===== src/rtl/rcid_pkg.sv =====
// ----------------------------------------------------------------------------
// rcid_pkg
// Shared types and constants of the refcounted id cache table.
// ----------------------------------------------------------------------------
package rcid_pkg;

  localparam int CACHE_ENTRIES = 16;
  localparam int IDX_W         = (CACHE_ENTRIES > 1) ? $clog2(CACHE_ENTRIES) : 1;
  localparam int SLOT_W        = 6;
  localparam int ID_W          = 32;
  localparam int REFS_W        = 16;

  localparam logic [ID_W-1:0] ID_LIMIT_RST = 32'd1024;

  typedef enum logic [1:0] {
    OP_READ   = 2'd0,
    OP_WRITE  = 2'd1,
    OP_DELETE = 2'd2,
    OP_FLUSH  = 2'd3
  } op_t;

  typedef enum logic [2:0] {
    ST_DONE    = 3'd0,
    ST_HIT     = 3'd1,
    ST_ALLOC   = 3'd2,
    ST_FULL    = 3'd3,
    ST_RANGE   = 3'd4,
    ST_ABSENT  = 3'd5,
    ST_FLUSHED = 3'd6,
    ST_CLEAN   = 3'd7
  } status_t;

  // one write into the table, any subset of the per-slot fields
  typedef struct packed {
    logic              valid_we;
    logic              valid_d;
    logic              dirty_we;
    logic              dirty_d;
    logic              tag_we;
    logic              refs_we;
    logic [IDX_W-1:0]  addr;
    logic [ID_W-1:0]   tag;
    logic [REFS_W-1:0] refs;
  } rcid_wr_t;

  typedef struct packed {
    status_t           status;
    logic [SLOT_W-1:0] slot;
    logic [REFS_W-1:0] refs;
    logic [ID_W-1:0]   id;
    logic              last;
  } rcid_res_t;

endpackage


===== src/rtl/rcid_store.sv =====
// ----------------------------------------------------------------------------
// rcid_store
// Slot storage: valid and dirty flags, id tags and reference counts.
// ----------------------------------------------------------------------------
module rcid_store
  import rcid_pkg::*;
(
  input  logic                     clk,
  input  logic                     rst,
  input  logic [IDX_W-1:0]         rd_addr,
  output logic                     rd_valid,
  output logic [ID_W-1:0]          rd_tag,
  output logic [REFS_W-1:0]        rd_refs,
  output logic [CACHE_ENTRIES-1:0] valid_vec,
  output logic [CACHE_ENTRIES-1:0] dirty_vec,
  input  rcid_wr_t                 wr
);

  logic [CACHE_ENTRIES-1:0] valid_bits;
  logic [CACHE_ENTRIES-1:0] dirty_bits;
  logic [ID_W-1:0]          tags [CACHE_ENTRIES];
  logic [REFS_W-1:0]        refs [CACHE_ENTRIES];

  always_ff @(posedge clk) begin
    if (rst) begin
      valid_bits <= '0;
      dirty_bits <= '0;
    end else begin
      if (wr.valid_we) valid_bits[wr.addr] <= wr.valid_d;
      if (wr.dirty_we) dirty_bits[wr.addr] <= wr.dirty_d;
    end
  end

  // tags and counts are only read for valid slots
  always_ff @(posedge clk) begin
    if (wr.tag_we)  tags[wr.addr] <= wr.tag;
    if (wr.refs_we) refs[wr.addr] <= wr.refs;
  end

  assign rd_valid  = valid_bits[rd_addr];
  assign rd_tag    = tags[rd_addr];
  assign rd_refs   = refs[rd_addr];
  assign valid_vec = valid_bits;
  assign dirty_vec = dirty_bits;

endmodule


===== src/rtl/rcid_ctrl.sv =====
// ----------------------------------------------------------------------------
// rcid_ctrl
// Sequencer: walks the slots one per cycle through a single tag compare,
// applies the update and drives the result register.
// ----------------------------------------------------------------------------
module rcid_ctrl
  import rcid_pkg::*;
(
  input  logic                     clk,
  input  logic                     rst,
  input  logic                     in_valid,
  output logic                     in_stall,
  input  logic [1:0]               operation,
  input  logic [ID_W-1:0]          object_id,
  input  logic [ID_W-1:0]          id_limit,
  output logic                     out_valid,
  input  logic                     out_stall,
  output rcid_res_t                result,
  output logic [IDX_W-1:0]         rd_addr,
  input  logic                     rd_valid,
  input  logic [ID_W-1:0]          rd_tag,
  input  logic [REFS_W-1:0]        rd_refs,
  input  logic [CACHE_ENTRIES-1:0] valid_vec,
  input  logic [CACHE_ENTRIES-1:0] dirty_vec,
  output rcid_wr_t                 wr
);

  localparam logic [IDX_W-1:0] LAST_IDX = IDX_W'(CACHE_ENTRIES - 1);

  typedef enum logic [2:0] {
    S_IDLE,
    S_CHECK,
    S_SCAN,
    S_ACT,
    S_FLUSH,
    S_EMIT
  } state_t;

  state_t            state;
  op_t               op_q;
  logic [ID_W-1:0]   id_q;
  logic [IDX_W-1:0]  idx;
  logic              found;
  logic              free_found;
  logic [IDX_W-1:0]  free_idx;
  rcid_res_t         res;
  rcid_res_t         out_q;
  logic              out_valid_q;

  logic                     accept;
  logic                     hit;
  logic                     out_free;
  logic [REFS_W-1:0]        refs_inc;
  logic [CACHE_ENTRIES-1:0] mask_le;
  logic                     flush_last;

  assign in_stall   = (state != S_IDLE);
  assign accept     = in_valid && !in_stall;
  assign rd_addr    = idx;
  assign hit        = rd_valid && (rd_tag == id_q);
  assign out_free   = !out_valid_q || !out_stall;
  assign refs_inc   = (rd_refs == '1) ? rd_refs : rd_refs + REFS_W'(1);
  // slots at or below idx; the last flushed entry has nothing dirty above it
  assign mask_le    = (CACHE_ENTRIES'(2) << idx) - CACHE_ENTRIES'(1);
  assign flush_last = ~|(dirty_vec & ~mask_le);

  assign out_valid  = out_valid_q;
  assign result     = out_q;

  always_comb begin
    wr = '0;
    wr.addr = idx;
    wr.tag  = id_q;
    unique case (state)
      S_ACT: begin
        if (found) begin
          unique case (op_q)
            OP_READ: begin
              wr.refs_we = 1'b1;
              wr.refs    = refs_inc;
            end
            OP_WRITE: begin
              wr.dirty_we = 1'b1;
              wr.dirty_d  = 1'b1;
            end
            OP_DELETE: begin
              wr.valid_we = 1'b1;
              wr.dirty_we = 1'b1;
            end
            default: ;
          endcase
        end else if (op_q == OP_READ && free_found) begin
          wr.addr     = free_idx;
          wr.valid_we = 1'b1;
          wr.valid_d  = 1'b1;
          wr.dirty_we = 1'b1;
          wr.tag_we   = 1'b1;
          wr.refs_we  = 1'b1;
          wr.refs     = REFS_W'(1);
        end
      end
      S_FLUSH: begin
        wr.dirty_we = dirty_vec[idx];
      end
      default: ;
    endcase
  end

  always_ff @(posedge clk) begin
    if (rst) begin
      state       <= S_IDLE;
      out_valid_q <= 1'b0;
    end else begin
      if (state == S_EMIT && out_free) begin
        out_q       <= res;
        out_valid_q <= 1'b1;
      end else if (!out_stall) begin
        out_valid_q <= 1'b0;
      end

      unique case (state)
        S_IDLE: begin
          if (accept) begin
            op_q       <= op_t'(operation);
            id_q       <= object_id;
            idx        <= '0;
            found      <= 1'b0;
            free_found <= 1'b0;
            if (op_t'(operation) == OP_FLUSH) begin
              if (dirty_vec == '0) begin
                res   <= '{ST_CLEAN, '0, '0, '0, 1'b1};
                state <= S_EMIT;
              end else begin
                state <= S_FLUSH;
              end
            end else begin
              state <= S_CHECK;
            end
          end
        end
        S_CHECK: begin
          if (id_q >= id_limit) begin
            res   <= '{ST_RANGE, '0, '0, '0, 1'b1};
            state <= S_EMIT;
          end else begin
            state <= S_SCAN;
          end
        end
        S_SCAN: begin
          if (hit) begin
            found <= 1'b1;
            state <= S_ACT;
          end else begin
            if (!rd_valid && !free_found) begin
              free_found <= 1'b1;
              free_idx   <= idx;
            end
            if (idx == LAST_IDX) state <= S_ACT;
            else idx <= idx + IDX_W'(1);
          end
        end
        S_ACT: begin
          if (found) begin
            unique case (op_q)
              OP_READ:   res <= '{ST_HIT, SLOT_W'(idx), refs_inc, id_q, 1'b1};
              OP_WRITE:  res <= '{ST_DONE, SLOT_W'(idx), rd_refs, id_q, 1'b1};
              OP_DELETE: res <= '{ST_DONE, SLOT_W'(idx), '0, id_q, 1'b1};
              default:   res <= '{ST_DONE, '0, '0, '0, 1'b1};
            endcase
          end else if (op_q == OP_READ) begin
            if (free_found) res <= '{ST_ALLOC, SLOT_W'(free_idx), REFS_W'(1), id_q, 1'b1};
            else res <= '{ST_FULL, '0, '0, '0, 1'b1};
          end else begin
            res <= '{ST_ABSENT, '0, '0, '0, 1'b1};
          end
          state <= S_EMIT;
        end
        S_FLUSH: begin
          if (dirty_vec[idx]) begin
            res   <= '{ST_FLUSHED, SLOT_W'(idx), rd_refs, rd_tag, flush_last};
            state <= S_EMIT;
            if (!flush_last) idx <= idx + IDX_W'(1);
          end else begin
            idx <= idx + IDX_W'(1);
          end
        end
        S_EMIT: begin
          if (out_free) state <= res.last ? S_IDLE : S_FLUSH;
        end
        default: state <= S_IDLE;
      endcase
    end
  end

  // a hit always lands on a valid slot
  a_hit_valid: assert property (@(posedge clk) disable iff (rst)
    (state == S_ACT && found) |-> rd_valid)
    else $error("hit recorded on an invalid slot");

  // allocation only claims a free slot
  a_alloc_free: assert property (@(posedge clk) disable iff (rst)
    (state == S_ACT && !found && op_q == OP_READ && free_found) |-> !valid_vec[free_idx])
    else $error("allocation into an occupied slot");

  // flush walk only runs while something is still dirty
  a_flush_dirty: assert property (@(posedge clk) disable iff (rst)
    (state == S_FLUSH) |-> (dirty_vec != '0))
    else $error("flush walk with no dirty slot");

  // the final result of an item returns the sequencer to idle
  a_last_idle: assert property (@(posedge clk) disable iff (rst)
    (state == S_EMIT && out_free && res.last) |=> (state == S_IDLE))
    else $error("sequencer not idle after final result");

endmodule


===== src/rtl/refcounted_id_cache_table_unit.sv =====
// ----------------------------------------------------------------------------
// refcounted_id_cache_table_unit
// Fully associative table of object ids with reference counts and dirty marks.
// ----------------------------------------------------------------------------
// Usage:
//   in channel (in_valid/in_stall) carries operation and object_id; a
//   transaction is taken when in_valid is high and in_stall is low. The unit
//   works on one item at a time and holds in_stall high until the last result
//   of that item has been loaded into the output register.
//   out channel (out_valid/out_stall) carries status, slot, refcount,
//   entry_id and last; one output register decouples the two sides.
//   cfg channel (cfg_valid/cfg_ready/cfg_data) writes id_limit; write only
//   while the unit is idle.
//   Read, write and delete pass through the id range check, then walk the
//   slots one per cycle through a single tag comparator, apply the update
//   and load the result into the output register; a hit ends the walk at
//   its slot, and an out of range id is answered without a walk.
//   A flush walks the slots up to the last dirty one and returns one result
//   per flushed entry; a flush with nothing dirty returns a CLEAN result.
//   A stalled receiver holds the result and pauses a flush walk.
//   Reset (synchronous, active high) clears all valid and dirty marks and
//   sets id_limit to 1024; the unit is ready in the next cycle.
// ----------------------------------------------------------------------------
module refcounted_id_cache_table_unit
  import rcid_pkg::*;
(
  input  logic                  clk,
  input  logic                  rst,
  input  logic                  in_valid,
  output logic                  in_stall,
  input  logic [1:0]            operation,
  input  logic [ID_W-1:0]       object_id,
  output logic                  out_valid,
  input  logic                  out_stall,
  output logic [2:0]            status,
  output logic [SLOT_W-1:0]     slot,
  output logic [REFS_W-1:0]     refcount,
  output logic [ID_W-1:0]       entry_id,
  output logic                  last,
  input  logic                  cfg_valid,
  output logic                  cfg_ready,
  input  logic [ID_W-1:0]       cfg_data
);

  logic [ID_W-1:0]          id_limit;
  rcid_res_t                result;
  rcid_wr_t                 wr;
  logic [IDX_W-1:0]         rd_addr;
  logic                     rd_valid;
  logic [ID_W-1:0]          rd_tag;
  logic [REFS_W-1:0]        rd_refs;
  logic [CACHE_ENTRIES-1:0] valid_vec;
  logic [CACHE_ENTRIES-1:0] dirty_vec;

  assign cfg_ready = 1'b1;

  always_ff @(posedge clk) begin
    if (rst) begin
      id_limit <= ID_LIMIT_RST;
    end else if (cfg_valid && cfg_ready) begin
      id_limit <= cfg_data;
    end
  end

  rcid_ctrl u_ctrl (
    .clk       (clk),
    .rst       (rst),
    .in_valid  (in_valid),
    .in_stall  (in_stall),
    .operation (operation),
    .object_id (object_id),
    .id_limit  (id_limit),
    .out_valid (out_valid),
    .out_stall (out_stall),
    .result    (result),
    .rd_addr   (rd_addr),
    .rd_valid  (rd_valid),
    .rd_tag    (rd_tag),
    .rd_refs   (rd_refs),
    .valid_vec (valid_vec),
    .dirty_vec (dirty_vec),
    .wr        (wr)
  );

  rcid_store u_store (
    .clk       (clk),
    .rst       (rst),
    .rd_addr   (rd_addr),
    .rd_valid  (rd_valid),
    .rd_tag    (rd_tag),
    .rd_refs   (rd_refs),
    .valid_vec (valid_vec),
    .dirty_vec (dirty_vec),
    .wr        (wr)
  );

  assign status    = result.status;
  assign slot      = result.slot;
  assign refcount  = result.refs;
  assign entry_id  = result.id;
  assign last      = result.last;

endmodule

===== config.mk =====
export PLATFORM = sky130hd
export DESIGN_NAME = refcounted_id_cache_table_unit
export DESIGN_NICKNAME = d
export VERILOG_FILES = /design/src/rtl/rcid_pkg.sv /design/src/rtl/rcid_store.sv /design/src/rtl/rcid_ctrl.sv /design/src/rtl/refcounted_id_cache_table_unit.sv
export SDC_FILE = /design/constraint.sdc
export NUM_CORES = 1
export LEC_CHECK = 0
export ABC_AREA = 1
export ABC_CLOCK_PERIOD_IN_PS = 4400
export BUFFER_PORTS_ARGS = -buffer_cell sky130_fd_sc_hd__buf_2
export CAP_MARGIN = 15
export CORE_MARGIN = 4
export CORE_UTILIZATION = 30
export DETAILED_ROUTE_END_ITERATION = 6
export PLACE_DENSITY = 0.5
export SLEW_MARGIN = 20
export SYNTH_ARGS = -nofsm -noshare
export SYNTH_HDL_FRONTEND = slang
export SYNTH_HIERARCHICAL = 1
export SYNTH_SLANG_ARGS = --single-unit

===== constraint.sdc =====
create_clock -name clk -period 4.4 [get_ports clk]
set_clock_uncertainty 0.2 [all_clocks]
set_input_delay 0.44 -clock clk [delete_from_list [all_inputs] [get_ports clk]]
set_output_delay 0.44 -clock clk [all_outputs]
set_load 0.01 [all_outputs]

After elaboration in Yosys (flattened, before gate mapping):

Memories as Yosys holds them, arrays and structs flattened. A register that Yosys moved wholly into a read port is not among the register bits.
Index checks and enable logic that the tools add are counted.

* bits in registers: 228
* memory bits (writable): 768
* input bits: 71
* output and inout bits: 61
* word-level logic and storage cells: 158
* memories: 2

* $add $sub $neg: 3
* $lt $le $gt $ge: 4
* eq/ne operators: 24
* shifts and indexed selects: 1
* mux-type cells: 69
* bitwise operators: 4
* reduce and logical (&&, ||, !) cells: 30

Memory list
* u_store.tags: words 16, width 32, rd ports 1, clocked after memory_dff 1, wr ports 1, RTL line rcid_store.sv:21 `logic [ID_W-1:0] tags [CACHE_ENTRIES];`
* u_store.refs: words 16, width 16, rd ports 1, clocked after memory_dff 1, wr ports 1, RTL line rcid_store.sv:22 `logic [REFS_W-1:0] refs [CACHE_ENTRIES];`

Operator list (count)
* 58-bit 2-to-1 mux: 7
* 58-bit case mux with 4 select lines: 1
* 56-bit case mux with 3 select lines: 1
* 16-bit 2-to-1 mux: 4
* 56-bit 2-to-1 mux: 1
* 16-bit bitwise mux: 2
* 32-bit == test: 1
* 32-bit >= comparator: 1
* 4-bit 2-to-1 mux: 8
* 3-bit 2-to-1 mux: 9
* 1-bit 2-to-1 mux: 25
* 2-bit by 1-bit inequality test with 1-bit output, second input constant: 9
* 3-bit case mux with 6 select lines: 1
* 16-bit by 1-bit adder with 16-bit output, second input constant: 1
* 16-bit bitwise AND: 1
* 16-bit == test, second input constant: 1
* 16-bit logical NOT: 1
* 16-bit NOT: 1
* 16-bit OR reduction: 1
* 2-bit by 4-bit left shift with 16-bit output, first input constant: 1
* 16-bit by 2-bit subtractor with 16-bit output, second input constant: 1
* 4-bit case mux with 3 select lines: 1
* 4-bit AND reduction: 3
* 4-bit by 5-bit < comparator with 1-bit output, second input constant: 2
* 32 further kinds: 51

Longest topological paths before layout:

* depth after elaboration: 10
* mapped depth: 24
* mapped depth without buffers: 21

By module:

Netlist, hierarchy kept.

By module, submodules not included
* rcid_store: times used 1, cells an instance 3380, area an instance 34400.5 µm², seq. area each 23702.7 µm²
* rcid_ctrl: times used 1, cells an instance 1012, area an instance 9003.6 µm², seq. area each 4764.6 µm²
* refcounted_id_cache_table_unit: times used 1, cells an instance 204, area an instance 1347.5 µm², seq. area each 640.6 µm²

Least setup slack after synthesis:

Ideal clock, no wire load.

* path kind: register -> register
* start point: register u_ctrl.state[2]
* end point: register u_ctrl.id_q[0], enable pin
* setup time: 0.467 ns
* data arrival time: 3.157 ns
* data required time: 3.733 ns
* path slack: 0.576 ns
* stages on the path, launching flop included: 6
* buffers on the path: 0
* period minus slack after synthesis: 3.824 ns
* path through: dfxtp_1 -> nor2_1 -> inv_1 -> nor2_1 -> inv_1 -> nor3_1

* longest elaborated chain between the ends: 4
* elaborated cells on any way between the ends: 5
* classes of those cells: reduce/logical (5)

RTL lines
* from (decl): RTL line rcid_ctrl.sv:39 `state_t state;`
* from (signal assigned): RTL line rcid_ctrl.sv:188 `if (out_free) state <= res.last ? S_IDLE : S_FLUSH;`
* 3-bit nonzero test: RTL line rcid_ctrl.sv:57 `assign in_stall = (state != S_IDLE);`
* net in_stall: RTL line refcounted_id_cache_table_unit.sv:30 `output logic in_stall,`
* 1-bit logical NOT: RTL line rcid_ctrl.sv:58 `assign accept = in_valid && !in_stall;`
* 1-bit logical AND: RTL line rcid_ctrl.sv:58
* 3-bit AND reduction (no source line)
* to (signal assigned): RTL line rcid_ctrl.sv:125 `id_q <= object_id;`
* to (decl): RTL line rcid_ctrl.sv:41 `logic [ID_W-1:0] id_q;`

The timed path passes the listed nets, and every way through them passes these cells.
A chain may end at the register's enable or synchronous reset.

Final worst setup path:

* start point: register u_ctrl.idx[0] (netlist: u_ctrl/rd_addr[0])
* end point: register u_ctrl.idx[1] (netlist: u_ctrl/rd_addr[1]), enable pin

* longest elaborated chain between the ends: 7
* elaborated cells on any way between the ends: 15
* classes of those cells: add/sub (1); eq/ne (4); shift (1); mux (4); bitwise (2); reduce/logical (3)

RTL lines
* from (decl): RTL line rcid_ctrl.sv:42 `logic [IDX_W-1:0] idx;`
* from (signal assigned): RTL line rcid_ctrl.sv:159 `else idx <= idx + IDX_W'(1);`
* from (signal assigned): RTL line rcid_ctrl.sv:182 `if (!flush_last) idx <= idx + IDX_W'(1);`
* from (signal assigned): RTL line rcid_ctrl.sv:184 `idx <= idx + IDX_W'(1);`
* 2-bit by 4-bit left shift with 16-bit output: RTL line rcid_ctrl.sv:64 `assign mask_le = (CACHE_ENTRIES'(2) << idx) - CACHE_ENTRIES'(1);`
* 16-bit by 2-bit subtractor with 16-bit output: RTL line rcid_ctrl.sv:64
* 16-bit NOT: RTL line rcid_ctrl.sv:65 `assign flush_last = ~|(dirty_vec & ~mask_le);`
* 16-bit bitwise AND: RTL line rcid_ctrl.sv:65
* 16-bit OR reduction: RTL line rcid_ctrl.sv:65
* 3-bit by 2-bit inequality test with 1-bit output (no source line)
* 6-bit AND reduction (no source line) *

Every way passes the cells marked *; elsewhere a longest branch is shown, timed or not. The select of a mux whose other input is x is not followed.

==> results.yml <==
status:
  status: "complete, no violations"
timing:
  fmax_mhz: 245
  maxSlewHeadroom_pct: 20.7
  worst_pin_slew_ns: 1.18
  fin_ws_ns: 0.326
  period_needed_ns: 4.07
  drv_slew: 0
  finalSetupViolCount: 0
  final-hold-violation-count: 0
  period_share_pct: 92.6
  tns_ns: 0
  grt_setup_unrepaired: "no"
layout:
  drive_gt1_share_pct: 10.4
  multi_input_area_um2: 11700
  finalNetCount: 4965
  final_cells: 6868
  fin_util_pct: 35.6
  seqCellArea_um2: 29100
  syn_to_final_growth_pct: 17.7
  fillers: 14800
logic_synthesis:
  postSynthAreaPerCell_um2: 9.74
  synth_cell_types: 43
  synth_top_area_share_pct: 62.0
  synth_cells: 4596
  ys_ff_latch: 992
  yosys.area.top_type: "edfxtp_1"
  synth_area_leaders: "edfxtp_1 62%, nand2_1 12%, nand3_1 7.6%"
  yosysSeqAreaShare_pct: 65.0
  ys_warn_count: 6
  mappedNetlistArea_um2: 44800
global_route:
  use_met3_pct: 2.43
  antenna_found_initial: 4
  grtUsageMet1_pct: 23.3
  grt_pass1_vias: 30100
  grtUsageTotal_pct: 16.6
  grt_util_met2_pct: 27.0
  grt_max_degree: 105
  grt_pass1_wl_um: 196000
  grt-busiest-layer: "met2"
  globalRouteOverflowTotal: 0
critical_path:
  required_ns: 4.68
  worstPathMaxFanout: 46
  crit_slowest_cell: "edfxtp_1"
  path_buf_inv: 3
  critPathMaxStageDelay_ns: 0.56
  crit_type: "flip-flop to flip-flop"
  end_kind: "flip-flop"
  worstPathCellList: "inv_8 > buf_4 > buf_4 > nand2_1 > nand3_1 > nand3_1 > nand3_1 > nand2_1 > xor2_1 > nor2_1 > nand3_1 > nor2_1 > nand3_1 > o211ai_1 > nor2_1"
  crit_path_start: "u_ctrl/rd_addr[0]"
  critical_path.most_common_cell: "nand3_1"
  r2r_slack_ns: 0.33
  critical_path_arrival_ns: 4.35
  timing.critical_path.from_type: "flip-flop"
  crit_family: "simple AND/OR/NAND/NOR gates"
  reg2reg_from: "u_ctrl/rd_addr[0]"
floorplanning:
  core_region_area_um2: 148000
  rows: 141
  dieArea_um2: 155000
  initial_core_util_pct: 30.2
  ios: 132
  die_w_um: 394
  fp.dieH_um: 394
placed_design:
  dpl_worst_slack_ns: 0.259
  place_inst: 6602
  port_buffers: 128
  dp_hpwl_um: 75600
  place_congestion: 0.822
clocking:
  clk_pin_slew_worst_paths_ns: 0.06
  cts.sinks: 992
  cts_setup_buffers: 0
  htreeDepth: 3
  cts_buffers: 107
  cts_root_buf: "clkbuf_16"
  clk_latency_ns: 0.74
  ctsLongestPathBuffers: 3
  cts_tree: "built"
route:
  num_vias: 31800
  antenna_left: 0
  dr.pass1.iters: 5
  wire_per_inst_um: 19.2
  drtIter0Drc: 2416
  post-route-drc-count: 0
  avgViaCountPerCell: 4.63
  postRouteWirelength_um: 132000
power:
  vdd_drop_max_uv: 373
  leakage_nw: 22.2
  power.density_nw_per_um2: 512
min_path:
  hp-class: "primary input to flip-flop"
  holdCritStartpoint: "cfg_valid"
flow_run:
  drv_cap: 0
-- worst register-to-register path: stages (launching register included) --
cell and delay (ns):
edfxtp_1 0.56, inv_8 0.32, buf_4 0.32, buf_4 0.24, nand2_1 0.08, nand3_1 0.07
nand3_1 0.11, nand3_1 0.13, nand2_1 0.09, xor2_1 0.17, nor2_1 0.17, nand3_1 0.23
nor2_1 0.39, nand3_1 0.34, o211ai_1 0.27, nor2_1 0.13
-- per-layer routing --
| layer | share of wire (%) | wire length (um) |
|---|---|---|
| met4 | 2.1 | 2770 |
| met5 | 0 | 0 |
| met3 | 5.1 | 6710 |
| met1 | 46 | 61100 |
| met2 | 47 | 61400 |
-- synth_stat cells --
library cell / instances
o22ai_1: 6
a21oi_1: 71
a21o_1: 1
nor3_2: 2
o32ai_1: 13
o31ai_1: 7
a22oi_1: 4
xnor2_1: 9
xor2_1: 3
clkbuf_2: 2
a221o_1: 1
nand3_2: 5
o211ai_1: 4
inv_1: 796
nor4_1: 1
dfxtp_1: 68
ha_1: 45
a21boi_0: 1
nor2_4: 3
a31oi_1: 2
o21bai_1: 1
nand3_1: 677
nor2_1: 218
o21ai_1: 6
clkinv_1: 3
clkbuf_1: 63
buf_2: 99
edfxtp_1: 924
o21ai_0: 79
or2_2: 4
nand4_1: 16
a221oi_1: 3
conb_1: 2
nand2_1: 1385
nand3_4: 1
buf_4: 21
o21a_1: 2
inv_2: 9
nor3_1: 5
buf_1: 19
buf_6: 11
a211oi_1: 1
nor2_2: 3
-- state kept, by name, summed over array words and instances, names as in the netlist --
name and flops:
u_store/tags 512, u_store/refs 256, u_ctrl/res 56, u_ctrl/result 56, id_limit 32, u_ctrl/id_q 32
u_store/dirty_vec 16, u_store/valid_vec 16, u_ctrl/free_idx 4, u_ctrl/rd_addr 4, u_ctrl/state 3, u_ctrl/op_q 2
u_ctrl/found 1, u_ctrl/free_found 1, u_ctrl/out_valid 1
-- path summary, 6_finish.rpt --
check,end,cells after the start
setup reg to reg,u_ctrl/rd_addr[1],15
setup / recovery,u_ctrl/rd_addr[1],15
hold / removal,id_limit[29],3
hold reg to reg,u_ctrl/result[1],0
-- final cells by class --
cell class	instances	share of cell area, %
Antenna cell	1	0.00475
Tap cell	1930	4.58
Sequential cell	992	55.2
Clock buffer	135	5.40
Clock inverter	62	1.17
Multi-Input combinational cell	2582	22.2
Timing Repair Buffer	358	5.58
Inverter	808	5.79
-- power breakdown --
group	switching [mW]	internal, mW	total, mW
Clock	3.82	5.11	8.93
Sequential	0.178	10.8	10.9
Combinational	5.04	2.08	7.11
Total	9.04	17.9	27.0
-- logic make-up (layout without fill, tap and decap cells) --
| family | Yosys count | in the layout | synth area share (%) |
|---|---|---|---|
| xor+xnor | 12 | 12 | 0.235 |
| compound gates | 202 | 202 | 2.54 |
| simple gates | 2320 | 2320 | 21.7 |
| flops | 992 | 992 | 65.0 |
| other cells | 2 | 4 | 0.0168 |
| fa+ha+maj | 45 | 45 | 1.26 |
| buf+inv | 1023 | 1363 | 9.22 |
-- layout by cell type, fill, tap and decap left out, types with 7 or more instances in the layout --
cell,Yosys,layout
nand3_1,677,676
clkinv_1,3,24
buf_4,21,131
buf_12,0,32
inv_1,796,794
nor2_1,218,181
dfxtp_1,68,68
nor2_2,3,22
nor2_4,3,21
dlygate4sd3_1,0,68
edfxtp_1,924,924
inv_2,9,7
xnor2_1,9,9
clkinv_2,0,22
clkbuf_16,0,109
o31ai_1,7,7
clkbuf_1,63,23
o21ai_0,79,79
a21oi_1,71,71
nand2_1,1385,1385
bufinv_16,0,9
o32ai_1,13,13
buf_2,99,127
nand4_1,16,16
ha_1,45,45
-- metrics by stage --
stage / hold slack [ns] / area [um^2] / power, mW
final: 0.0590 / 52700 / 27.0
after global routing: 0.0605 / 52700 / 28.4
after CTS: 0.0191 / 52700 / 27.3
after detailed placement: 0.205 / 48500 / 18.2
after global placement: 0.204 / 48500 / 18.2
after floorplan: 0.200 / 44800 / 15.7
-- repair_timing --
action / 4_1_cts / 5_1_grt
endpoints found under the hold margin: 71 / 0
setup endpoints to repair: 0 / 48
resized for setup: 0 / 3
hold buffers: 68 / 0
Note: power is estimated with default switching activity, not from simulation.
